===== config.mk =====
export PLATFORM = sky130hd
export DESIGN_NAME = murmur_hash_64a
export DESIGN_NICKNAME = d
export VERILOG_FILES = /design/src/rtl/core/mh64_pkg.sv /design/src/rtl/core/murmur_hash_64a.sv /design/src/rtl/core/mh64_front.sv /design/src/rtl/core/mh64_fifo.sv /design/src/rtl/core/mh64_back.sv
export SDC_FILE = /design/constraint.sdc
export NUM_CORES = 2
export LEC_CHECK = 0
export BUFFER_PORTS_ARGS = -buffer_cell sky130_fd_sc_hd__buf_2
export CAP_MARGIN = 20
export CORE_ASPECT_RATIO = 1.5
export CORE_MARGIN = 5
export CORE_UTILIZATION = 47
export DETAILED_ROUTE_END_ITERATION = 6
export GPL_TIMING_DRIVEN = 0
export PLACE_DENSITY = 0.64
export SLEW_MARGIN = 25
export SYNTH_ARGS = -nofsm -noshare
export SYNTH_HDL_FRONTEND = slang
export SYNTH_SLANG_ARGS = --single-unit

===== constraint.sdc =====
create_clock -name clk_i -period 24.8 [get_ports clk_i]
set_input_delay 1.24 -clock clk_i [delete_from_list [all_inputs] [get_ports clk_i]]
set_output_delay 1.24 -clock clk_i [all_outputs]
set_load 0.03 [all_outputs]

===== src/rtl/core/mh64_pkg.sv =====
`default_nettype none

package mh64_pkg;

  localparam int unsigned LEN_W       = 13;
  localparam int unsigned SEED_W      = 32;
  localparam int unsigned WORD_W      = 64;
  localparam int unsigned HALF_W      = 32;
  localparam int unsigned MIX_SHIFT   = 47;
  localparam int unsigned QUEUE_DEPTH = 2;

  localparam logic [WORD_W-1:0] MIX_MUL       = 64'hc6a4a7935bd1e995;
  localparam logic [LEN_W-1:0]  MAX_KEY_BYTES = 13'd4096;

  // What the back end does with one queued word
  typedef enum logic [1:0] {
    OP_MIX,    // full word: mix, fold into hash
    OP_TAIL,   // partial final word, already masked
    OP_FINAL   // empty key: finalizer only
  } op_e;

  typedef struct packed {
    logic              start;     // first word: reload hash from seed
    logic [LEN_W-1:0]  init_len;  // saturated key length
    logic [WORD_W-1:0] data;
    op_e               op;
    logic              last;      // finalize after this word
  } entry_t;

endpackage

`default_nettype wire


===== src/rtl/core/murmur_hash_64a.sv =====
// A multiply by the mix constant uses one 32x32 multiplier, a partial product per phase.
// A full middle word is dispatched from idle, then takes 3 multiplies (mix, mix, hash);
// a first word adds the seed/length multiply; a last word adds the finalizer and then
// loads the output when the output register is free; a tail word skips the mix multiplies.
// Empty keys only finalize; a 2-deep queue takes words while the back end works.
// Reset: asynchronous, active low; clears hash, length, seed and all valid state.
`default_nettype none

module murmur_hash_64a (
  input  logic                        clk_i,
  input  logic                        rst_ni,
  input  logic                        in_valid_i,
  output logic                        in_stall_o,
  input  logic                        first_word_i,
  input  logic [mh64_pkg::LEN_W-1:0]  key_length_i,
  input  logic [mh64_pkg::WORD_W-1:0] data_word_i,
  input  logic                        last_word_i,
  output logic                        out_valid_o,
  input  logic                        out_stall_i,
  output logic [mh64_pkg::WORD_W-1:0] hash_value_o,
  input  logic                        cfg_we_i,
  input  logic [mh64_pkg::SEED_W-1:0] cfg_wdata_i
);
  import mh64_pkg::*;

  logic   push, full, pop, q_valid;
  entry_t push_entry, q_entry;

  mh64_front u_front (
    .clk_i        (clk_i),
    .rst_ni       (rst_ni),
    .in_valid_i   (in_valid_i),
    .in_stall_o   (in_stall_o),
    .first_word_i (first_word_i),
    .key_length_i (key_length_i),
    .data_word_i  (data_word_i),
    .last_word_i  (last_word_i),
    .full_i       (full),
    .push_o       (push),
    .push_entry_o (push_entry)
  );

  mh64_fifo #(
    .DEPTH (QUEUE_DEPTH)
  ) u_fifo (
    .clk_i   (clk_i),
    .rst_ni  (rst_ni),
    .push_i  (push),
    .data_i  (push_entry),
    .full_o  (full),
    .pop_i   (pop),
    .valid_o (q_valid),
    .data_o  (q_entry)
  );

  mh64_back u_back (
    .clk_i        (clk_i),
    .rst_ni       (rst_ni),
    .cfg_we_i     (cfg_we_i),
    .cfg_wdata_i  (cfg_wdata_i),
    .q_valid_i    (q_valid),
    .q_entry_i    (q_entry),
    .q_pop_o      (pop),
    .out_valid_o  (out_valid_o),
    .out_stall_i  (out_stall_i),
    .hash_value_o (hash_value_o)
  );

endmodule

`default_nettype wire


===== src/rtl/core/mh64_front.sv =====
`default_nettype none

module mh64_front (
  input  logic                     clk_i,
  input  logic                     rst_ni,
  input  logic                     in_valid_i,
  output logic                     in_stall_o,
  input  logic                     first_word_i,
  input  logic [mh64_pkg::LEN_W-1:0]  key_length_i,
  input  logic [mh64_pkg::WORD_W-1:0] data_word_i,
  input  logic                     last_word_i,
  input  logic                     full_i,
  output logic                     push_o,
  output mh64_pkg::entry_t         push_entry_o
);
  import mh64_pkg::*;

  logic [LEN_W-1:0]  len_q, len_d;
  logic [LEN_W-1:0]  sat_len;
  logic [LEN_W-1:0]  eff_len;
  logic [WORD_W-1:0] tail_mask;

  assign in_stall_o = full_i;
  assign push_o     = in_valid_i && !full_i;

  assign sat_len = (key_length_i > MAX_KEY_BYTES) ? MAX_KEY_BYTES : key_length_i;
  assign eff_len = first_word_i ? sat_len : len_q;

  // keep only the low (length mod 8) bytes of a tail word
  always_comb begin
    for (int b = 0; b < 8; b++) begin
      tail_mask[b*8 +: 8] = (3'(b) < eff_len[2:0]) ? 8'hff : 8'h00;
    end
  end

  always_comb begin
    push_entry_o.start    = first_word_i;
    push_entry_o.init_len = sat_len;
    push_entry_o.last     = last_word_i;
    push_entry_o.data     = data_word_i;
    push_entry_o.op       = OP_MIX;
    if (last_word_i) begin
      if (eff_len == '0) begin
        push_entry_o.op = OP_FINAL;
      end else if (eff_len[2:0] != 3'd0) begin
        push_entry_o.op   = OP_TAIL;
        push_entry_o.data = data_word_i & tail_mask;
      end
    end
  end

  assign len_d = (push_o && first_word_i) ? sat_len : len_q;

  always_ff @(posedge clk_i or negedge rst_ni) begin
    if (!rst_ni) begin
      len_q <= '0;
    end else begin
      len_q <= len_d;
    end
  end

endmodule

`default_nettype wire


===== src/rtl/core/mh64_fifo.sv =====
`default_nettype none

module mh64_fifo #(
  parameter int unsigned DEPTH = 2
) (
  input  logic             clk_i,
  input  logic             rst_ni,
  input  logic             push_i,
  input  mh64_pkg::entry_t data_i,
  output logic             full_o,
  input  logic             pop_i,
  output logic             valid_o,
  output mh64_pkg::entry_t data_o
);
  import mh64_pkg::*;

  localparam int unsigned PTR_W = (DEPTH > 1) ? $clog2(DEPTH) : 1;
  localparam int unsigned CNT_W = $clog2(DEPTH + 1);
  localparam logic [PTR_W-1:0] LAST_PTR = PTR_W'(DEPTH - 1);
  localparam logic [CNT_W-1:0] FULL_CNT = CNT_W'(DEPTH);

  entry_t            mem_q [DEPTH];
  logic [PTR_W-1:0]  wr_ptr_q, wr_ptr_d;
  logic [PTR_W-1:0]  rd_ptr_q, rd_ptr_d;
  logic [CNT_W-1:0]  cnt_q, cnt_d;
  logic              do_push, do_pop;

  assign full_o  = (cnt_q == FULL_CNT);
  assign valid_o = (cnt_q != '0);
  assign data_o  = mem_q[rd_ptr_q];

  assign do_push = push_i && !full_o;
  assign do_pop  = pop_i && valid_o;

  always_comb begin
    wr_ptr_d = wr_ptr_q;
    rd_ptr_d = rd_ptr_q;
    cnt_d    = cnt_q;
    if (do_push) begin
      wr_ptr_d = (wr_ptr_q == LAST_PTR) ? '0 : wr_ptr_q + 1'b1;
    end
    if (do_pop) begin
      rd_ptr_d = (rd_ptr_q == LAST_PTR) ? '0 : rd_ptr_q + 1'b1;
    end
    if (do_push && !do_pop) begin
      cnt_d = cnt_q + 1'b1;
    end else if (!do_push && do_pop) begin
      cnt_d = cnt_q - 1'b1;
    end
  end

  always_ff @(posedge clk_i or negedge rst_ni) begin
    if (!rst_ni) begin
      wr_ptr_q <= '0;
      rd_ptr_q <= '0;
      cnt_q    <= '0;
    end else begin
      wr_ptr_q <= wr_ptr_d;
      rd_ptr_q <= rd_ptr_d;
      cnt_q    <= cnt_d;
    end
  end

  always_ff @(posedge clk_i) begin
    if (do_push) begin
      mem_q[wr_ptr_q] <= data_i;
    end
  end

endmodule

`default_nettype wire


===== src/rtl/core/mh64_back.sv =====
`default_nettype none

module mh64_back (
  input  logic                        clk_i,
  input  logic                        rst_ni,
  input  logic                        cfg_we_i,
  input  logic [mh64_pkg::SEED_W-1:0] cfg_wdata_i,
  input  logic                        q_valid_i,
  input  mh64_pkg::entry_t            q_entry_i,
  output logic                        q_pop_o,
  output logic                        out_valid_o,
  input  logic                        out_stall_i,
  output logic [mh64_pkg::WORD_W-1:0] hash_value_o
);
  import mh64_pkg::*;

  typedef enum logic [2:0] {
    ST_IDLE,
    ST_INIT,
    ST_MIX1,
    ST_MIX2,
    ST_HMUL,
    ST_FMUL,
    ST_EMIT
  } state_e;

  typedef struct packed {
    state_e            st;
    logic [WORD_W-1:0] a;
    logic [WORD_W-1:0] h;
  } disp_t;

  state_e            state_q, state_d;
  logic [1:0]        phase_q, phase_d;
  logic [WORD_W-1:0] mul_a_q, mul_a_d;
  logic [WORD_W-1:0] prod_q, prod_d;
  logic [WORD_W-1:0] h_q, h_d;
  logic [SEED_W-1:0] seed_q, seed_d;
  entry_t            ent_q, ent_d;
  logic              out_vld_q, out_vld_d;
  logic [WORD_W-1:0] out_q, out_d;

  logic [HALF_W-1:0] mul_x, mul_y;
  logic [WORD_W-1:0] mul_p;
  logic [WORD_W-1:0] mul_res;
  logic              mul_state, mul_done;
  disp_t             disp;

  // route a word to the first operation it needs, given the hash so far
  function automatic disp_t dispatch(entry_t e, logic [WORD_W-1:0] hv);
    disp_t r;
    r.h = hv;
    case (e.op)
      OP_MIX: begin
        r.st = ST_MIX1;
        r.a  = e.data;
      end
      OP_TAIL: begin
        r.st = ST_HMUL;
        r.h  = hv ^ e.data;
        r.a  = hv ^ e.data;
      end
      default: begin
        r.st = ST_FMUL;
        r.a  = hv ^ (hv >> MIX_SHIFT);
      end
    endcase
    return r;
  endfunction

  // 64x64 low-half multiply by the mix constant, one 32x32 product per phase:
  // low*low, then the two cross terms folded into the upper half
  assign mul_x = (phase_q == 2'd1) ? mul_a_q[WORD_W-1:HALF_W] : mul_a_q[HALF_W-1:0];
  assign mul_y = (phase_q == 2'd2) ? MIX_MUL[WORD_W-1:HALF_W] : MIX_MUL[HALF_W-1:0];
  assign mul_p = WORD_W'(mul_x) * WORD_W'(mul_y);
  assign mul_res = {prod_q[WORD_W-1:HALF_W] + mul_p[HALF_W-1:0], prod_q[HALF_W-1:0]};

  assign mul_state = (state_q == ST_INIT) || (state_q == ST_MIX1) || (state_q == ST_MIX2)
                  || (state_q == ST_HMUL) || (state_q == ST_FMUL);
  assign mul_done  = mul_state && (phase_q == 2'd2);

  assign q_pop_o      = (state_q == ST_IDLE) && q_valid_i;
  assign out_valid_o  = out_vld_q;
  assign hash_value_o = out_q;

  always_comb begin
    state_d   = state_q;
    phase_d   = phase_q;
    mul_a_d   = mul_a_q;
    prod_d    = prod_q;
    h_d       = h_q;
    ent_d     = ent_q;
    out_vld_d = out_vld_q;
    out_d     = out_q;
    seed_d    = cfg_we_i ? cfg_wdata_i : seed_q;
    disp      = dispatch(ent_q, h_q ^ mul_res);

    if (out_vld_q && !out_stall_i) begin
      out_vld_d = 1'b0;
    end

    if (mul_state) begin
      if (phase_q == 2'd0) begin
        prod_d = mul_p;
      end else begin
        prod_d = mul_res;
      end
      phase_d = mul_done ? 2'd0 : phase_q + 2'd1;
    end

    case (state_q)
      ST_IDLE: begin
        phase_d = 2'd0;
        if (q_valid_i) begin
          ent_d = q_entry_i;
          if (q_entry_i.start) begin
            h_d     = {{(WORD_W-SEED_W){1'b0}}, seed_q};
            mul_a_d = {{(WORD_W-LEN_W){1'b0}}, q_entry_i.init_len};
            state_d = ST_INIT;
          end else begin
            disp    = dispatch(q_entry_i, h_q);
            h_d     = disp.h;
            mul_a_d = disp.a;
            state_d = disp.st;
          end
        end
      end
      ST_INIT: begin
        if (mul_done) begin
          h_d     = disp.h;
          mul_a_d = disp.a;
          state_d = disp.st;
        end
      end
      ST_MIX1: begin
        if (mul_done) begin
          mul_a_d = mul_res ^ (mul_res >> MIX_SHIFT);
          state_d = ST_MIX2;
        end
      end
      ST_MIX2: begin
        if (mul_done) begin
          h_d     = h_q ^ mul_res;
          mul_a_d = h_q ^ mul_res;
          state_d = ST_HMUL;
        end
      end
      ST_HMUL: begin
        if (mul_done) begin
          h_d = mul_res;
          if (ent_q.last) begin
            mul_a_d = mul_res ^ (mul_res >> MIX_SHIFT);
            state_d = ST_FMUL;
          end else begin
            state_d = ST_IDLE;
          end
        end
      end
      ST_FMUL: begin
        if (mul_done) begin
          h_d     = mul_res ^ (mul_res >> MIX_SHIFT);
          state_d = ST_EMIT;
        end
      end
      ST_EMIT: begin
        // hold until the output register is free
        if (!out_vld_q || !out_stall_i) begin
          out_d     = h_q;
          out_vld_d = 1'b1;
          state_d   = ST_IDLE;
        end
      end
      default: begin
        state_d = ST_IDLE;
      end
    endcase
  end

  always_ff @(posedge clk_i or negedge rst_ni) begin
    if (!rst_ni) begin
      state_q   <= ST_IDLE;
      phase_q   <= 2'd0;
      mul_a_q   <= '0;
      prod_q    <= '0;
      h_q       <= '0;
      seed_q    <= '0;
      ent_q     <= '0;
      out_vld_q <= 1'b0;
      out_q     <= '0;
    end else begin
      state_q   <= state_d;
      phase_q   <= phase_d;
      mul_a_q   <= mul_a_d;
      prod_q    <= prod_d;
      h_q       <= h_d;
      seed_q    <= seed_d;
      ent_q     <= ent_d;
      out_vld_q <= out_vld_d;
      out_q     <= out_d;
    end
  end

endmodule

`default_nettype wire


==> flow_summary.json <==
{
  "finalHoldViolCount": 0,
  "ant_nets": 0,
  "io_pins": 182,
  "rsz0062_at_grt": "false",
  "status": "finished, final reports clean",
  "finalWeightedCongestion": 1.07,
  "fill_cells": 11400,
  "cp_max_fo": 10,
  "ys_async_sr_fraction": 0.700,
  "maxCapViolCount": 0,
  "cp.required_ps": 25370,
  "layout_commonest_cell": "inv_1",
  "timing.final.crit_share": 0.639,
  "synth-seq-area-share": 0.254,
  "worst_pin_slew_ps": 1300,
  "cp-end-kind": "flip-flop",
  "setup_violations": 0,
  "numCtsBuffers": 51,
  "avgSynthCellArea_um2": 9.28,
  "clkTransAtPathRegs_ps": 80,
  "initial_core_util": 0.473,
  "cts_hold_buf": 0,
  "slew_headroom": 0.136,
  "ys_warn_count": 0,
  "layout_common_cells": "inv_1 (806), nand2_1 (620), fa_1 (615), ha_1 (432), a21oi_1 (410)",
  "path_buf_inv": 10,
  "syn2layout_area_growth_pct": 9.65,
  "crit_family": "adder cells",
  "synth_cell_type_count": 82,
  "dr_total_vias": 49332,
  "grt_pass1_vias": 50973,
  "synth_ff_type": "dfrtp_1",
  "first_pass_iters": 7,
  "dpl.hpwl_um": 228000,
  "max_stage_delay_ps": 850,
  "skew_ps": 43.2,
  "cp-start-kind": "flip-flop",
  "cts_resized": 0,
  "synthCells": 6069,
  "syn_area_um2": 56300,
  "pre_cts_slack_ps": 9610,
  "drv_slew": 0,
  "dieHeight_um": 434,
  "drt-initial-drc-count": 5342,
  "arrival_ps": 16410,
  "grt_pass1_wl_um": 384000,
  "final_net_count": 7486,
  "hold_class": "reg2reg",
  "finalWirelength_um": 278000,
  "synth_edf_count": 162,
  "cts_max_level": 2,
  "placementRows": 155,
  "ys_ff_latch": 540,
  "max_freq_mhz": 63.1,
  "critPathKind": "reg2reg",
  "overflow": 0,
  "root_buffer": "clkbuf_16",
  "cts_sinks": 540,
  "die_w_um": 293,
  "core_area_um2": 119000,
  "antenna_found_initial": 19,
  "io_buffer_count": 172,
  "grt_max_degree": 89,
  "finalSetupTns_ps": 0,
  "crit_path_top_delay_cell": "nor2b_1",
  "drc_errors": 0,
  "cts_tree": "yes",
  "track_usage": 0.433,
  "clk_latency_ps": 690,
  "clk_path_buf_depth": 3,
  "vias_per_cell": 6.20,
  "post_cts_buffers": 0,
  "die-area_um2": 127000,
  "crit_top_cell": "fa_1",
  "layout_setup_ws_ps": 8960,
  "period_needed_ps": 15840,
  "final_layout_size_suffix_gt1_frac": 0.0867,
  "wl_per_cell_um": 35.0
}
## tightest hold or removal path, stage by stage (launching register included)
cell     delay [ps]
dfrtp_1         340
nand2_1          50
o21ai_0          60
## logic make-up after synthesis
logic type               share of synthesized area
AND/OR/NAND/NOR                              0.108
other                                     0.000133
buffers and inverters                       0.0784
multiplexers                                0.0447
XOR/XNOR                                    0.0474
flip-flops                                   0.254
AO/OA/AOI/OAI                                0.152
adder cells (fa/ha/maj)                      0.315
## stage by stage
step,cell area (um2),utilization,cells,hold WS (ps)
after global placement,59200,0.497,7815,465
after floorplan,56300,-,6073,445
final,61800,0.519,7959,482
after global routing,61700,0.518,7942,506
after CTS,61600,0.517,7935,489
after detailed placement,59800,0.502,7839,475
## final timing paths
kind	from	end	slack, ps	cells past startpoint
setup / recovery	u_back.phase_q[0]	u_back.mul_a_q[15]	8960	38
hold / removal	u_back.hash_value_o[33]	u_back.hash_value_o[33]	480	2
setup reg to reg	u_back.phase_q[0]	u_back.mul_a_q[15]	8960	38
hold reg to reg	u_back.hash_value_o[33]	u_back.hash_value_o[33]	480	2
max in group asynchronous	rst_ni	u_back.hash_value_o[62]	22900	3
min in group asynchronous	rst_ni	u_back.ent_q[40]	550	1
## state kept, by name, indices dropped and copies added, names as in the netlist, 2 cells and up
signal               cells
u_back.prod_q           64
u_back.phase_q           2
u_fifo.mem_q           162
u_back.state_q           3
u_fifo.cnt_q             2
u_back.seed_q           32
u_front.len_q           13
u_back.ent_q            67
u_back.h_q              64
u_back.hash_value_o     64
u_back.mul_a_q          64
## cell usage after synthesis, types with 15 or more instances
cell type	count	area, um2
a21oi_1	413	2070
nand3_1	59	295
buf_1	58	218
o32ai_1	29	254
and2_1	48	300
o22ai_1	55	344
a211oi_1	42	315
a21o_1	82	616
o211ai_1	17	128
nor3_1	60	300
clkbuf_1	302	1130
nor2b_1	71	444
a221oi_1	22	193
o221ai_1	54	473
a31oi_1	42	263
o21a_1	25	188
o21ai_0	409	2050
a22oi_1	62	465
nor2_1	374	1400
or2_2	20	125
mux2_2	149	1680
xor2_1	107	937
or3_1	15	93.8
nand4_1	17	106
dfrtp_1	378	9460
xnor2_1	188	1650
nand2_1	620	2330
nand2b_1	50	313
fa_1	615	12300
ha_1	432	5410
and3_1	26	163
inv_1	806	3030
edfxtp_1	162	4860
mux2i_1	84	841
## metal layers
| metal | vias to the layer above | track usage | part of all wire |
|---|---|---|---|
| met4 | 4 | 0.441 | 0.14 |
| li1 | 20859 | - | - |
| met3 | 1237 | 0.0799 | 0.069 |
| met5 | - | 0 | 0.00011 |
| met2 | 2930 | 0.729 | 0.48 |
| met1 | 24302 | 0.439 | 0.32 |
## area by class of cell
type,instances,area (um2),share of cell area
sequential,540,14300,0.232
antenna,23,57.6,0.000932
timing repair buffer,197,1270,0.0205
clock inverter,27,379,0.00614
clock buffer,69,1410,0.0228
tap,1570,1960,0.0318
buffer,364,1420,0.0230
inverter,811,3040,0.0493
multi-input combinational,4358,37900,0.614
Power is left out: the tool's default activity adds up to more than one toggle a clock period on the data nets, which glitch-free logic cannot reach.
